--- config.mk ---
export PLATFORM = sky130hd
export DESIGN_NAME = okvt_cell
export DESIGN_NICKNAME = d
export VERILOG_FILES = /design/src/hw/rtl/okvt_pkg.sv /design/src/hw/rtl/okvt_cell.sv
export SDC_FILE = /design/constraint.sdc
export NUM_CORES = 1
export LEC_CHECK = 0
export ABC_AREA = 1
export BUFFER_PORTS_ARGS = -buffer_cell sky130_fd_sc_hd__buf_2
export CORE_AREA = 2 2 105 107
export CTS_CLUSTER_DIAMETER = 40
export DETAILED_ROUTE_END_ITERATION = 10
export DIE_AREA = 0 0 107 109
export HOLD_SLACK_MARGIN = 0.1
export PLACE_DENSITY = 0.73
export SLEW_MARGIN = 20
export SYNTH_ARGS = -nofsm -noshare
export SYNTH_HDL_FRONTEND = slang
export SYNTH_SLANG_ARGS = --single-unit
--- constraint.sdc ---
create_clock -name clk -period 4.5 [get_ports clk]
set_clock_uncertainty 0.15 [all_clocks]
set_input_delay 0.9 -clock clk [delete_from_list [all_inputs] [get_ports clk]]
set_output_delay 0.9 -clock clk [all_outputs]
set_load 0.03 [all_outputs]
--- src/hw/rtl/okvt_pkg.sv ---
// Shared types, sizes and opcodes for the ordered key/value table.
// No dependencies; every other file of the block imports this package.
`default_nettype none

package okvt_pkg;

  localparam int DEPTH      = 256;
  localparam int KEY_BITS   = 32;
  localparam int VALUE_BITS = 32;

  // Stored widths: the request fields are 32 bits wide.
  localparam int KEY_W = (KEY_BITS < 32) ? KEY_BITS : 32;
  localparam int VAL_W = (VALUE_BITS < 32) ? VALUE_BITS : 32;
  localparam int IDX_W = (DEPTH > 1) ? $clog2(DEPTH) : 1;
  localparam int CNT_W = $clog2(DEPTH + 1);
  localparam int CMP_W = (CNT_W > 8) ? CNT_W : 8;

  // Match gathering: groups reduced in the accept cycle, groups combined next.
  localparam int GRP  = 16;
  localparam int NGRP = (DEPTH + GRP - 1) / GRP;

  typedef logic [KEY_W-1:0] key_t;
  typedef logic [VAL_W-1:0] val_t;
  typedef logic [IDX_W-1:0] idx_t;
  typedef logic [CNT_W-1:0] cnt_t;

  localparam logic [2:0] OP_INSERT = 3'd0;
  localparam logic [2:0] OP_UPDATE = 3'd1;
  localparam logic [2:0] OP_UPSERT = 3'd2;
  localparam logic [2:0] OP_ERASE  = 3'd3;
  localparam logic [2:0] OP_LOOKUP = 3'd4;
  localparam logic [2:0] OP_READ   = 3'd5;

  typedef struct packed {
    logic [2:0]  opcode;
    logic [31:0] key;
    logic [31:0] new_value;
    logic [7:0]  position;
  } req_t;

  typedef struct packed {
    logic        ok;
    logic [31:0] found_key;
    logic [31:0] found_value;
    logic [8:0]  entry_count;
    logic        is_empty;
  } res_t;

  typedef enum logic [1:0] {
    CMD_NONE,
    CMD_INSERT,
    CMD_UPDATE,
    CMD_ERASE
  } cmd_kind_t;

  // Broadcast to every cell while a request is looked up.
  typedef struct packed {
    logic       cap;
    key_t       key;
    logic [7:0] pos;
    cnt_t       count;
  } look_t;

  // Broadcast to every cell when a request commits.
  typedef struct packed {
    cmd_kind_t kind;
    key_t      key;
    val_t      val;
    idx_t      erase_idx;
    cnt_t      count;
  } cmd_t;

  typedef struct packed {
    logic hit;
    idx_t hit_idx;
    val_t hit_val;
    logic pos_ok;
    key_t pos_key;
    val_t pos_val;
  } gather_t;

  typedef enum logic {
    S_IDLE,
    S_RESOLVE
  } state_t;

endpackage

`default_nettype wire

--- src/hw/rtl/okvt_cell.sv ---
// One slot of the table: key/value storage, local key and position compare,
// and the per-slot update/insert/shift-down decision. Uses okvt_pkg.
`default_nettype none

module okvt_cell import okvt_pkg::*; (
  input  wire        clk,
  input  idx_t       idx,
  input  look_t      look,
  input  cmd_t       cmd,
  input  key_t       nb_key,
  input  val_t       nb_val,
  output logic       match_c,
  output logic       pos_c,
  output key_t       key_o,
  output val_t       val_o
);

  key_t key_r, key_nxt;
  val_t val_r, val_nxt;
  logic match_r;
  logic in_range;

  assign in_range = CMP_W'(idx) < CMP_W'(look.count);
  assign match_c  = in_range && (key_r == look.key);
  assign pos_c    = in_range && (CMP_W'(idx) == CMP_W'(look.pos));
  assign key_o    = key_r;
  assign val_o    = val_r;

  always_comb begin
    key_nxt = key_r;
    val_nxt = val_r;
    unique case (cmd.kind)
      CMD_UPDATE: begin
        if (match_r) begin
          val_nxt = cmd.val;
        end
      end
      CMD_INSERT: begin
        if (CMP_W'(idx) == CMP_W'(cmd.count)) begin
          key_nxt = cmd.key;
          val_nxt = cmd.val;
        end
      end
      CMD_ERASE: begin
        // slots at and above the erased one take their upper neighbor
        if (idx >= cmd.erase_idx) begin
          key_nxt = nb_key;
          val_nxt = nb_val;
        end
      end
      CMD_NONE: begin
      end
    endcase
  end

  always_ff @(posedge clk) begin
    if (look.cap) begin
      match_r <= match_c;
    end
    key_r <= key_nxt;
    val_r <= val_nxt;
  end

endmodule

`default_nettype wire

==> metrics.md, run 1 <==
| Metric | Value |
|---|---|
| Clock power frac | 33.9% |
| Largest net degree at the start of global routing | 65 |
| Routed Antenna Nets | 0 |
| Switching Fraction | 30.15% |
| Nets | 956 |
| Routed WL | 11470 um |
| Layer with the highest usage | met2 |
| Synthesis Warnings | 0 |
| Fill cell count | 1067 |
| Crit Path Max Fanout | 4 |
| CTS tree | built |
| Clock slew seen by the registers of the worst setup and hold paths | 0.08 ns |
| Crit end category | output port |
| Fin Setup TNS | 0 ns |
| Leakage | 3.006 nW |
| Grt total ovfl | 0 |
| Fin Hold WS | 0.6112 ns |
| Routing usage on met2 | 38.03% |
| Final WS setup | 1.200 ns |
| Core footprint | 0.01060 mm2 |
| Final Slew Violations | 0 |
| Top Ports | 272 |
| Post-Syn Instances | 465 |
| Cell internal pwr | 1.278 mW |
| CTS H-tree depth | 3 |
| Layout area overhead | 45.10% |
| Max_cap viols | 0 |
| Pre-CTS setup slack | 1.177 ns |
| All-layer global routing usage | 19.19% |
| Combinational power share | 24.2% |
| Met1 Resource Use GR | 18.72% |
| CTS max path bufs | 2 |
| Initial core utilization | 36.22% |
| Post CTS Setup Buffer Count | 0 |
| Vias per cell | 4.369 |
| DIE AREA | 0.01166 mm2 |
| Via count | 3845 |
| CP delay by family, top | simple AND/OR/NAND/NOR gates |
| Initial antenna violation count | 0 |
| Clock sinks | 65 |
| Max_slew headroom | 29.98% |
| Critical Path AT | 2.25 ns |
| Final routed DRC violation total | 0 |
| Port-buffer cells | 271 |
| Req. time, crit path | 3.45 ns |
| Power Dens Cells | 328.3 mW/mm2 |
| Worst skew pair latency | 0.34 ns |
| Fmax | 303.0 MHz |
| Crit path cell chain | buf_2 > ha_1 > nand2_1 > inv_1 > nand2_1 > nand2_1 > nand2_1 > nand2_1 > nor2_1 > nand3_1 > nor2_1 > buf_2 |
| Hold Crit Class | in -> reg |
| Flops & latches, synth | 65 |
| Routed WL per cell | 13.04 um |
| WP buf/inv | 3 |
| Post-CTS sizing | 0 |
| Die Y | 109 um |
| Sequential Power Share | 41.9% |
| DP HPWL | 9202 um |
| GR Layer Usage met3 | 5.200% |
| Worst-Margin Slew | 1.050 ns |
| Slowest-stage cell, CP | ha_1 |
| Final period util | 73.33% |
| Total power | 1.829 mW |
| Vias in the first global route | 3664 |
| Hold Buf Count CTS | 0 |
| CP max stage delay | 0.31 ns |
| First DRT Iteration DRCs | 196 |
| Drt first pass iters | 6 |
| Unrepaired setup endpoints after global routing | false |
| Sequential element share of the synthesized area | 50.83% |
| Antenna diode instance count | 0 |
| # rows | 38 |
| Synth Net Count | 686 |
| Min Tclk post-route | 3.300 ns |
| GP Congestion | 0.8096 |
| Type of the worst setup path | in -> out |
| Width of the chip | 107 um |
| Status | complete, no violations |
| First-pass GRT wire length | 16970 um |
| Setup violators final | 0 |
| Mean Syn Cell Area | 8.258 um2 |
| Peak supply drop | 158.6 uV |
| Root buffer cell | clkbuf_8 |
| CP startpoint kind | input port |
| CTS Buf Count | 9 |
| Share of cells above drive strength 1 | 39.59% |
| Most Frequent Cell on Critical Path | nand2_1 |
| Final Hold Vio Count | 0 |
| Post-Syn Area | 0.003840 mm2 |
| Synth cell types | 19 |
| Switch Pwr | 0.5515 mW |
metrics by stage:
| step | cells | util (%) | cell area [um2] |
|---|---|---|---|
| 3_3_place_gp | 864 | 50.26 | 5329 |
| 3_5_place_dp | 864 | 50.26 | 5329 |
| 4_1_cts | 880 | 52.55 | 5572 |
| 2_1_floorplan | 465 | - | 3840 |
| 5_1_grt | 880 | 52.55 | 5572 |
| 6_report | 880 | 52.55 | 5572 |
power by group through the flow:
stage	clock network, mW	logic, mW	registers (mW)
3_5_place_dp	0	0.447	0.780
4_1_cts	0.631	0.449	0.767
6_report	0.620	0.443	0.766
3_3_place_gp	0	0.442	0.778
2_1_floorplan	0	0.149	0.889
5_1_grt	0.656	0.489	0.772
final timing paths:
path / start / endpoint / slack (ns) / depth (start not counted)
worst max register to register: match_r / val_o[10] / 2.75 / 2
worst min-delay path: look[49] / match_r / 0.61 / 1
worst min register to register: key_o[23] / match_r / 0.74 / 5
worst max-delay path: idx[4] / match_c / 1.20 / 12
Yosys cell counts, drive strengths merged:
| library cell | number | area, um2 |
|---|---|---|
| nand2 | 238 | 893.4 |
| edfxtp | 65 | 1952 |
| inv | 40 | 150.1 |
| nor2 | 34 | 127.6 |
| xnor2 | 20 | 175.2 |
| xor2 | 19 | 166.4 |
| ha | 15 | 187.7 |
| buf | 13 | 67.57 |
| a21oi | 7 | 35.03 |
| nand4 | 5 | 31.28 |
| nand3 | 3 | 15.01 |
| or2 | 2 | 12.52 |
| a211o | 1 | 8.760 |
| nor3 | 1 | 5.000 |
| nor3b | 1 | 7.510 |
| o21ai | 1 | 5.000 |
logic make-up after synthesis:
group	after synthesis	synth area share, %
AOI/OAI and AO/OA	9	1.271
buffers and inverters	53	5.670
DFF	65	50.83
xor gates and xnor gates	39	8.895
and+or+nand+nor	284	28.45
adders and majority gates	15	4.888
state kept, by name, indices dropped and copies added, names as in the netlist:
signal and flops:
match_r 1, val_o 32, key_o 32
layout by cell type, fill, tap and decap left out, types with 2 or more instances in the layout:
master     netlist  layout
buf_2           12     271
nand2_1        238     237
edfxtp_1        65      65
inv_1           38      38
nor2_1          34      32
xnor2_1         20      20
xor2_1          19      19
ha_1            15      15
clkbuf_8         0       9
a21oi_1          7       7
nand4_1          5       5
nand3_1          3       3
bufinv_16        0       3
inv_2            2       2
nor2_4           0       2
per-layer routing:
metal | vias up | wire, um
met2 | 171 | 6079
met1 | 1663 | 4165
li1 | 1993 | -
met3 | 18 | 995
met4 | 0 | 232
met5 | - | 0
final cells by class:
class	count	area [um2]	share of cell area [%]
multi-input cells	347	1688	30.29
flip-flops and latches	65	1952	35.03
inverters	40	150.1	2.695
well taps	140	175.2	3.144
repair buffers	272	1364	24.48
clock inverters	6	115.1	2.066
clock buffers	10	127.6	2.291
Power figures use the tool's default switching activity.
==> inputs of run 2 (changes only) <==
- clock period: 4.5 -> 3.1 ns (I/O delays scaled with it)
==> run 2 against run 1 <==
Non-clock buffer count rose by 5. Die area did not move. Worst hold slack got worse by 0.29 ns. Routed wire length fell by 1.1%. Clock power rose by 43%. First-iteration DRC count fell by 31%. Power rose by 45%. Utilization rose by 0.59 points. Combinational power rose by 48%. Largest cell class unchanged. Largest power group unchanged.
==> metrics.md, run 2 (synthesis gave the netlist of run 1 again) <==
| Metric | Value |
|---|---|
| CTS Buf Count | 9 (unchanged) |
| Crit end category | output port |
| Antenna diode instance count | 0 (unchanged) |
| Final routed DRC violation total | 0 (unchanged) |
| Initial core utilization | 36.22% (unchanged) |
| # rows | 38 (unchanged) |
| Clock slew seen by the registers of the worst setup and hold paths | 0.08 ns (about the same) |
| Core footprint | 0.01060 mm2 (unchanged) |
| Hold Crit Class | in -> reg |
| Drt first pass iters | 4 (-2) |
| DP HPWL | 9276 um (+0.80%) |
| Final Slew Violations | 0 (unchanged) |
| Max_slew headroom | 66.42% (+36 points) |
| CP delay by family, top | simple AND/OR/NAND/NOR gates |
| First-pass GRT wire length | 16910 um (-0.37%) |
| Final Hold Vio Count | 0 (unchanged) |
| Via count | 3873 (+0.73%) |
| Most Frequent Cell on Critical Path | nand2_1 |
| Hold endpoint | match_r |
| Worst skew pair latency | 0.34 ns (about the same) |
| Max_cap viols | 0 (unchanged) |
| Min Tclk post-route | 2.748 ns |
| DIE AREA | 0.01166 mm2 (unchanged) |
| Routed Antenna Nets | 0 (unchanged) |
| Crit Path Max Fanout | 4 (unchanged) |
| Unrepaired setup endpoints after global routing | false |
| CP startpoint kind | input port |
| Share of cells above drive strength 1 | 40.00% (+0.41 points) |
| Root buffer cell | clkbuf_8 |
| Layout area overhead | 46.73% |
| Vias per cell | 4.376 (+0.16%) |
| Setup violators final | 0 (unchanged) |
| Req. time, crit path | 2.33 ns (-1.12 ns) |
| R2r setup slk | 1.57 ns (-1.18 ns) |
| Grt total ovfl | 0 (unchanged) |
| All-layer global routing usage | 19.24% (+0.054 points) |
| First DRT Iteration DRCs | 135 (-31%) |
| Final Core Density | 53.14% (+0.59 points) |
| Initial antenna violation count | 0 (unchanged) |
| Hold Buf Count CTS | 0 (unchanged) |
| Die Y | 109 um (unchanged) |
| Routed WL | 11350 um (-1.1%) |
| Largest net degree at the start of global routing | 39 (-40%) |
| Leading cell type in the layout, fill and taps excluded | buf_2 |
| WHS Path Cells | 1 (unchanged) |
| GP Congestion | 0.7927 (-2.1%) |
| Post CTS Setup Buffer Count | 0 (unchanged) |
| Crit path cell chain | buf_2 > ha_1 > nand2_1 > inv_1 > nand2_1 > nand2_1 > nand2_1 > nand2_1 > nor2_1 > nand3_1 > nor2_1 > buf_2 |
| Type of the worst setup path | in -> out |
| Status | complete, no violations |
| Nets | 961 (+0.52%) |
| CTS max path bufs | 2 (unchanged) |
| Final period util | 88.65% |
| Reg-to-reg startpoint | key_o[30] |
| Fmax | 363.9 MHz |
| Routed WL per cell | 12.82 um (-1.6%) |
| Slowest-stage cell, CP | ha_1 |
| Post-CTS sizing | 0 (unchanged) |
| Power Dens Cells | 470.6 mW/mm2 (+43%) |
| Leakage | 3.038 nW (+1.1%) |
| Peak supply drop | 264.6 uV (+67%) |
| Most frequent cells in the layout | buf_2 (271), nand2_1 (237), edfxtp_1 (65) |
| Critical Path AT | 1.98 ns (-0.27 ns) |
| WP buf/inv | 3 (unchanged) |
| Vias in the first global route | 3665 (+0.027%) |
| Worst-Margin Slew | 0.5030 ns (-0.5473 ns) |
| Port-buffer cells | 271 (unchanged) |
| Fill cell count | 1014 (-5.0%) |
| CTS H-tree depth | 3 (unchanged) |
| R2R cell count | 6 (+4) |
| Worst R2R End | match_r |
| Clock sinks | 65 (unchanged) |
| Min-delay src | look[49] |
| Top Ports | 272 (unchanged) |
| Crit path launch | idx[4] |
| Width of the chip | 107 um (unchanged) |
| Fin Setup TNS | 0 ns (unchanged) |
| CTS tree | built |
| CP max stage delay | 0.31 ns (about the same) |
## run 2: final cells by class
| cell class | count | area (um2) | share of cell area, % |
|---|---|---|---|
| multi-input cells | 347 | 1688 | 29.96 |
| inverters | 40 | 150.1 | 2.665 |
| clock inverters | 6 | 115.1 | 2.043 |
| flip-flops and latches | 65 | 1952 | 34.64 |
| clock buffers | 10 | 127.6 | 2.265 |
| well taps | 140 | 175.2 | 3.109 |
| repair buffers | 277 | 1426 | 25.32 |
## run 2: layer usage
layer | GRT usage [%] | wire length, um
met2 | 35.71 | 5872
met1 | 20.13 | 4227
met3 | 5.380 | 911
met5 | 0 | 0
met4 | 8.998 | 336
## run 2: where the power goes
part / total (mW) / leakage [nW] / internal, mW / switching [mW]
combinational: 0.657 / 2.30 / 0.254 / 0.403
sequential: 1.11 / 0.620 / 1.07 / 0.0399
clock: 0.884 / 0.117 / 0.539 / 0.345
## run 2: through the flow
step                power, mW  instance area (um2)  hold WS [ns]  std cells  setup slack (ns)
floorplan               1.506                 3840        0.5825        465          -0.08655
global placement        1.782                 5391        0.6683        869            0.3589
detailed placement      1.792                 5391        0.6717        869            0.3396
CTS                     2.681                 5634        0.3007        885            0.3409
global route            2.790                 5634        0.3016        885            0.2338
finish                  2.651                 5634        0.3245        885            0.3517
## run 2: how the worst max path moves through the flow
stage,to,slack (ns),cells past startpoint
floorplan,key_o[0],-0.09,10
global placement,match_c,0.36,12
detailed placement,match_c,0.34,12
CTS,match_c,0.34,12
global route,match_c,0.23,12
finish,match_c,0.35,12
## run 2: worst register-to-register path, cell delays in order, from the launching register on
cell	delay, ns
edfxtp_1	0.42
xor2_1	0.16
nor2_1	0.12
nand2_1	0.10
nor2_1	0.16
nand3_1	0.10
nor2_1	0.16
==> inputs of run 3 (changes only) <==
- CELL_PAD_IN_SITES_DETAIL_PLACEMENT: unset -> 0
- CELL_PAD_IN_SITES_GLOBAL_PLACEMENT: unset -> 1
- CORE_AREA: 2 2 105 107 -> unset
- CORE_UTILIZATION: unset -> 28
- DIE_AREA: 0 0 107 109 -> unset
- PLACE_DENSITY: 0.73 -> unset
- PLACE_DENSITY_LB_ADDON: unset -> 0.1
- clock period: 3.1 -> 2.7 ns (I/O delays scaled with it)
==> run 3 against run 2 <==
First-iteration DRC count is 18% lower. Routed wire length is 5.2% higher. Register-to-register slack worse by 0.29 ns.
==> metrics.md, run 3 (synthesis gave the netlist of run 1 again) <==
| Metric | Value |
|---|---|
| Status | complete, no violations |
| Largest net degree at the start of global routing | 65 (+67%) |
| Layout area overhead | 48.13% |
| Initial core utilization | 28.88% (-7.3 points) |
| Root buffer cell | clkbuf_16 |
| Min-delay src | look[49] |
| CTS tree | built |
| CTS Buf Count | 9 (unchanged) |
| Die Y | 119.1 um (+9.3%) |
| Crit path launch | idx[4] |
| Core footprint | 0.01330 mm2 (+25%) |
| Nets | 960 (-0.10%) |
| Final Core Density | 42.78% (-10 points) |
| Clock sinks | 65 (unchanged) |
| Final period util | 92.88% |
| Setup violators final | 0 (unchanged) |
| Routed WL | 11940 um (+5.2%) |
| Final instance area | 0.005688 mm2 (+0.96%) |
| Share of cells above drive strength 1 | 39.78% (-0.22 points) |
| Total power | 3.051 mW (+15%) |
| CTS H-tree depth | 3 (unchanged) |
| Via count | 3776 (-2.5%) |
| GP Congestion | 0.8271 (+4.3%) |
| Min Tclk post-route | 2.508 ns |
| Width of the chip | 119.1 um (+11%) |
| Req. time, crit path | 2.01 ns (-0.32 ns) |
| Final Slew Violations | 0 (unchanged) |
| Top Ports | 272 (unchanged) |
| Vias in the first global route | 3682 (+0.46%) |
| Worst skew pair latency | 0.33 ns (about the same) |
| Reg-to-reg startpoint | key_o[29] |
| Leading cell type in the layout, fill and taps excluded | buf_2 |
| Grt total ovfl | 0 (unchanged) |
| Vias per cell | 4.100 (-6.3%) |
| Unrepaired setup endpoints after global routing | false |
| Hold Crit Class | in -> reg |
| CTS max path bufs | 2 (unchanged) |
| Post CTS Setup Buffer Count | 0 (unchanged) |
| Routed WL per cell | 12.97 um (+1.1%) |
| Type of the worst setup path | in -> out |
| DIE AREA | 0.01419 mm2 (+22%) |
| Max_slew headroom | 42.91% (-24 points) |
| Fill cell count | 1410 (+39%) |
| Initial antenna violation count | 1 (+1) |
| Critical Path AT | 1.82 ns (-0.16 ns) |
| Final routed DRC violation total | 0 (unchanged) |
| Power Dens Cells | 536.5 mW/mm2 (+14%) |
| Port-buffer cells | 271 (unchanged) |
| Most frequent cells in the layout | buf_2 (270), nand2_1 (237), edfxtp_1 (65) |
| First-pass GRT wire length | 18140 um (+7.3%) |
| DP HPWL | 9768 um (+5.3%) |
| Routed Antenna Nets | 0 (unchanged) |
| Crit end category | output port |
| Leakage | 3.040 nW (about the same) |
| Worst-Margin Slew | 0.8554 ns (+0.3524 ns) |
| # rows | 42 (+11%) |
| Peak supply drop | 248.6 uV (-6.1%) |
| All-layer global routing usage | 17.00% (-2.2 points) |
| Clock slew seen by the registers of the worst setup and hold paths | 0.05 ns (-0.03 ns) |
| Drt first pass iters | 4 (unchanged) |
| Crit Path Max Fanout | 4 (unchanged) |
| Final Hold Vio Count | 0 (unchanged) |
| Fmax | 398.8 MHz |
| Max_cap viols | 0 (unchanged) |
| CP startpoint kind | input port |
| Cell Area, Placed | 0.005416 mm2 (+0.46%) |
| First DRT Iteration DRCs | 111 (-18%) |
==> run 3: cell count changes in the layout (fill, tap and decap cells not counted), moves of 3 or more <==
cell       delta
bufinv_16     -3
clkbuf_8      -9
clkinv_1      +3
clkinv_2      +3
clkbuf_16     +9
==> run 3: critical path, cell delays in order <==
cell	delay [ns]
buf_2	0.13
ha_1	0.31
nand2_1	0.09
inv_1	0.04
nand2_1	0.05
nand2_1	0.04
nand2_1	0.05
nand2_1	0.04
nor2_1	0.11
nor3b_1	0.18
buf_2	0.22
==> run 3: layout make-up <==
cell class	count	area [um2]	area share, %
Antenna cell	1	2.502	0.04399
Clock buffer	9	225.2	3.960
Clock inverter	7	37.54	0.6599
Inverter	40	151.4	2.662
Multi-Input combinational cell	347	1690	29.72
Sequential cell	65	1952	34.32
Tap cell	176	220.2	3.872
Timing Repair Buffer	276	1409	24.77
==> run 3: stage by stage <==
stage	instances	TNS, ns	worst slack [ns]	hold WS (ns)
after global routing	921	0	0.002387	0.2548
after global placement	904	0	0.1718	0.5897
after CTS	920	0	0.1453	0.2503
after detailed placement	904	0	0.1462	0.5944
after floorplan	465	-26.02	-0.4065	0.5025
final	921	0	0.1922	0.2609
==> run 3: power breakdown <==
group	switching (mW)	internal [mW]
clock	0.421	0.608
combinational	0.456	0.290
sequential	0.0450	1.23
total	0.922	2.13
==> run 3: worst paths after layout <==
check | depth (start not counted) | slack (ns) | to
setup reg to reg | 5 | 1.28 | match_r
hold / removal | 1 | 0.26 | match_r
hold reg to reg | 5 | 0.73 | match_r
setup / recovery | 11 | 0.19 | pos_c
==> run 3: metal layers <==
| metal | track usage (%) | routed length (um) |
|---|---|---|
| met3 | 5.316 | 985 |
| met4 | 7.911 | 222 |
| met2 | 30.92 | 6178 |
| met1 | 17.67 | 4556 |
| met5 | 0 | 0 |
==> run 3: timing repair <==
item / 4_1_cts / 5_1_grt
hold buffers: 0 / 0
endpoints found under the setup margin: 0 / 1
resized for setup: 0 / 3
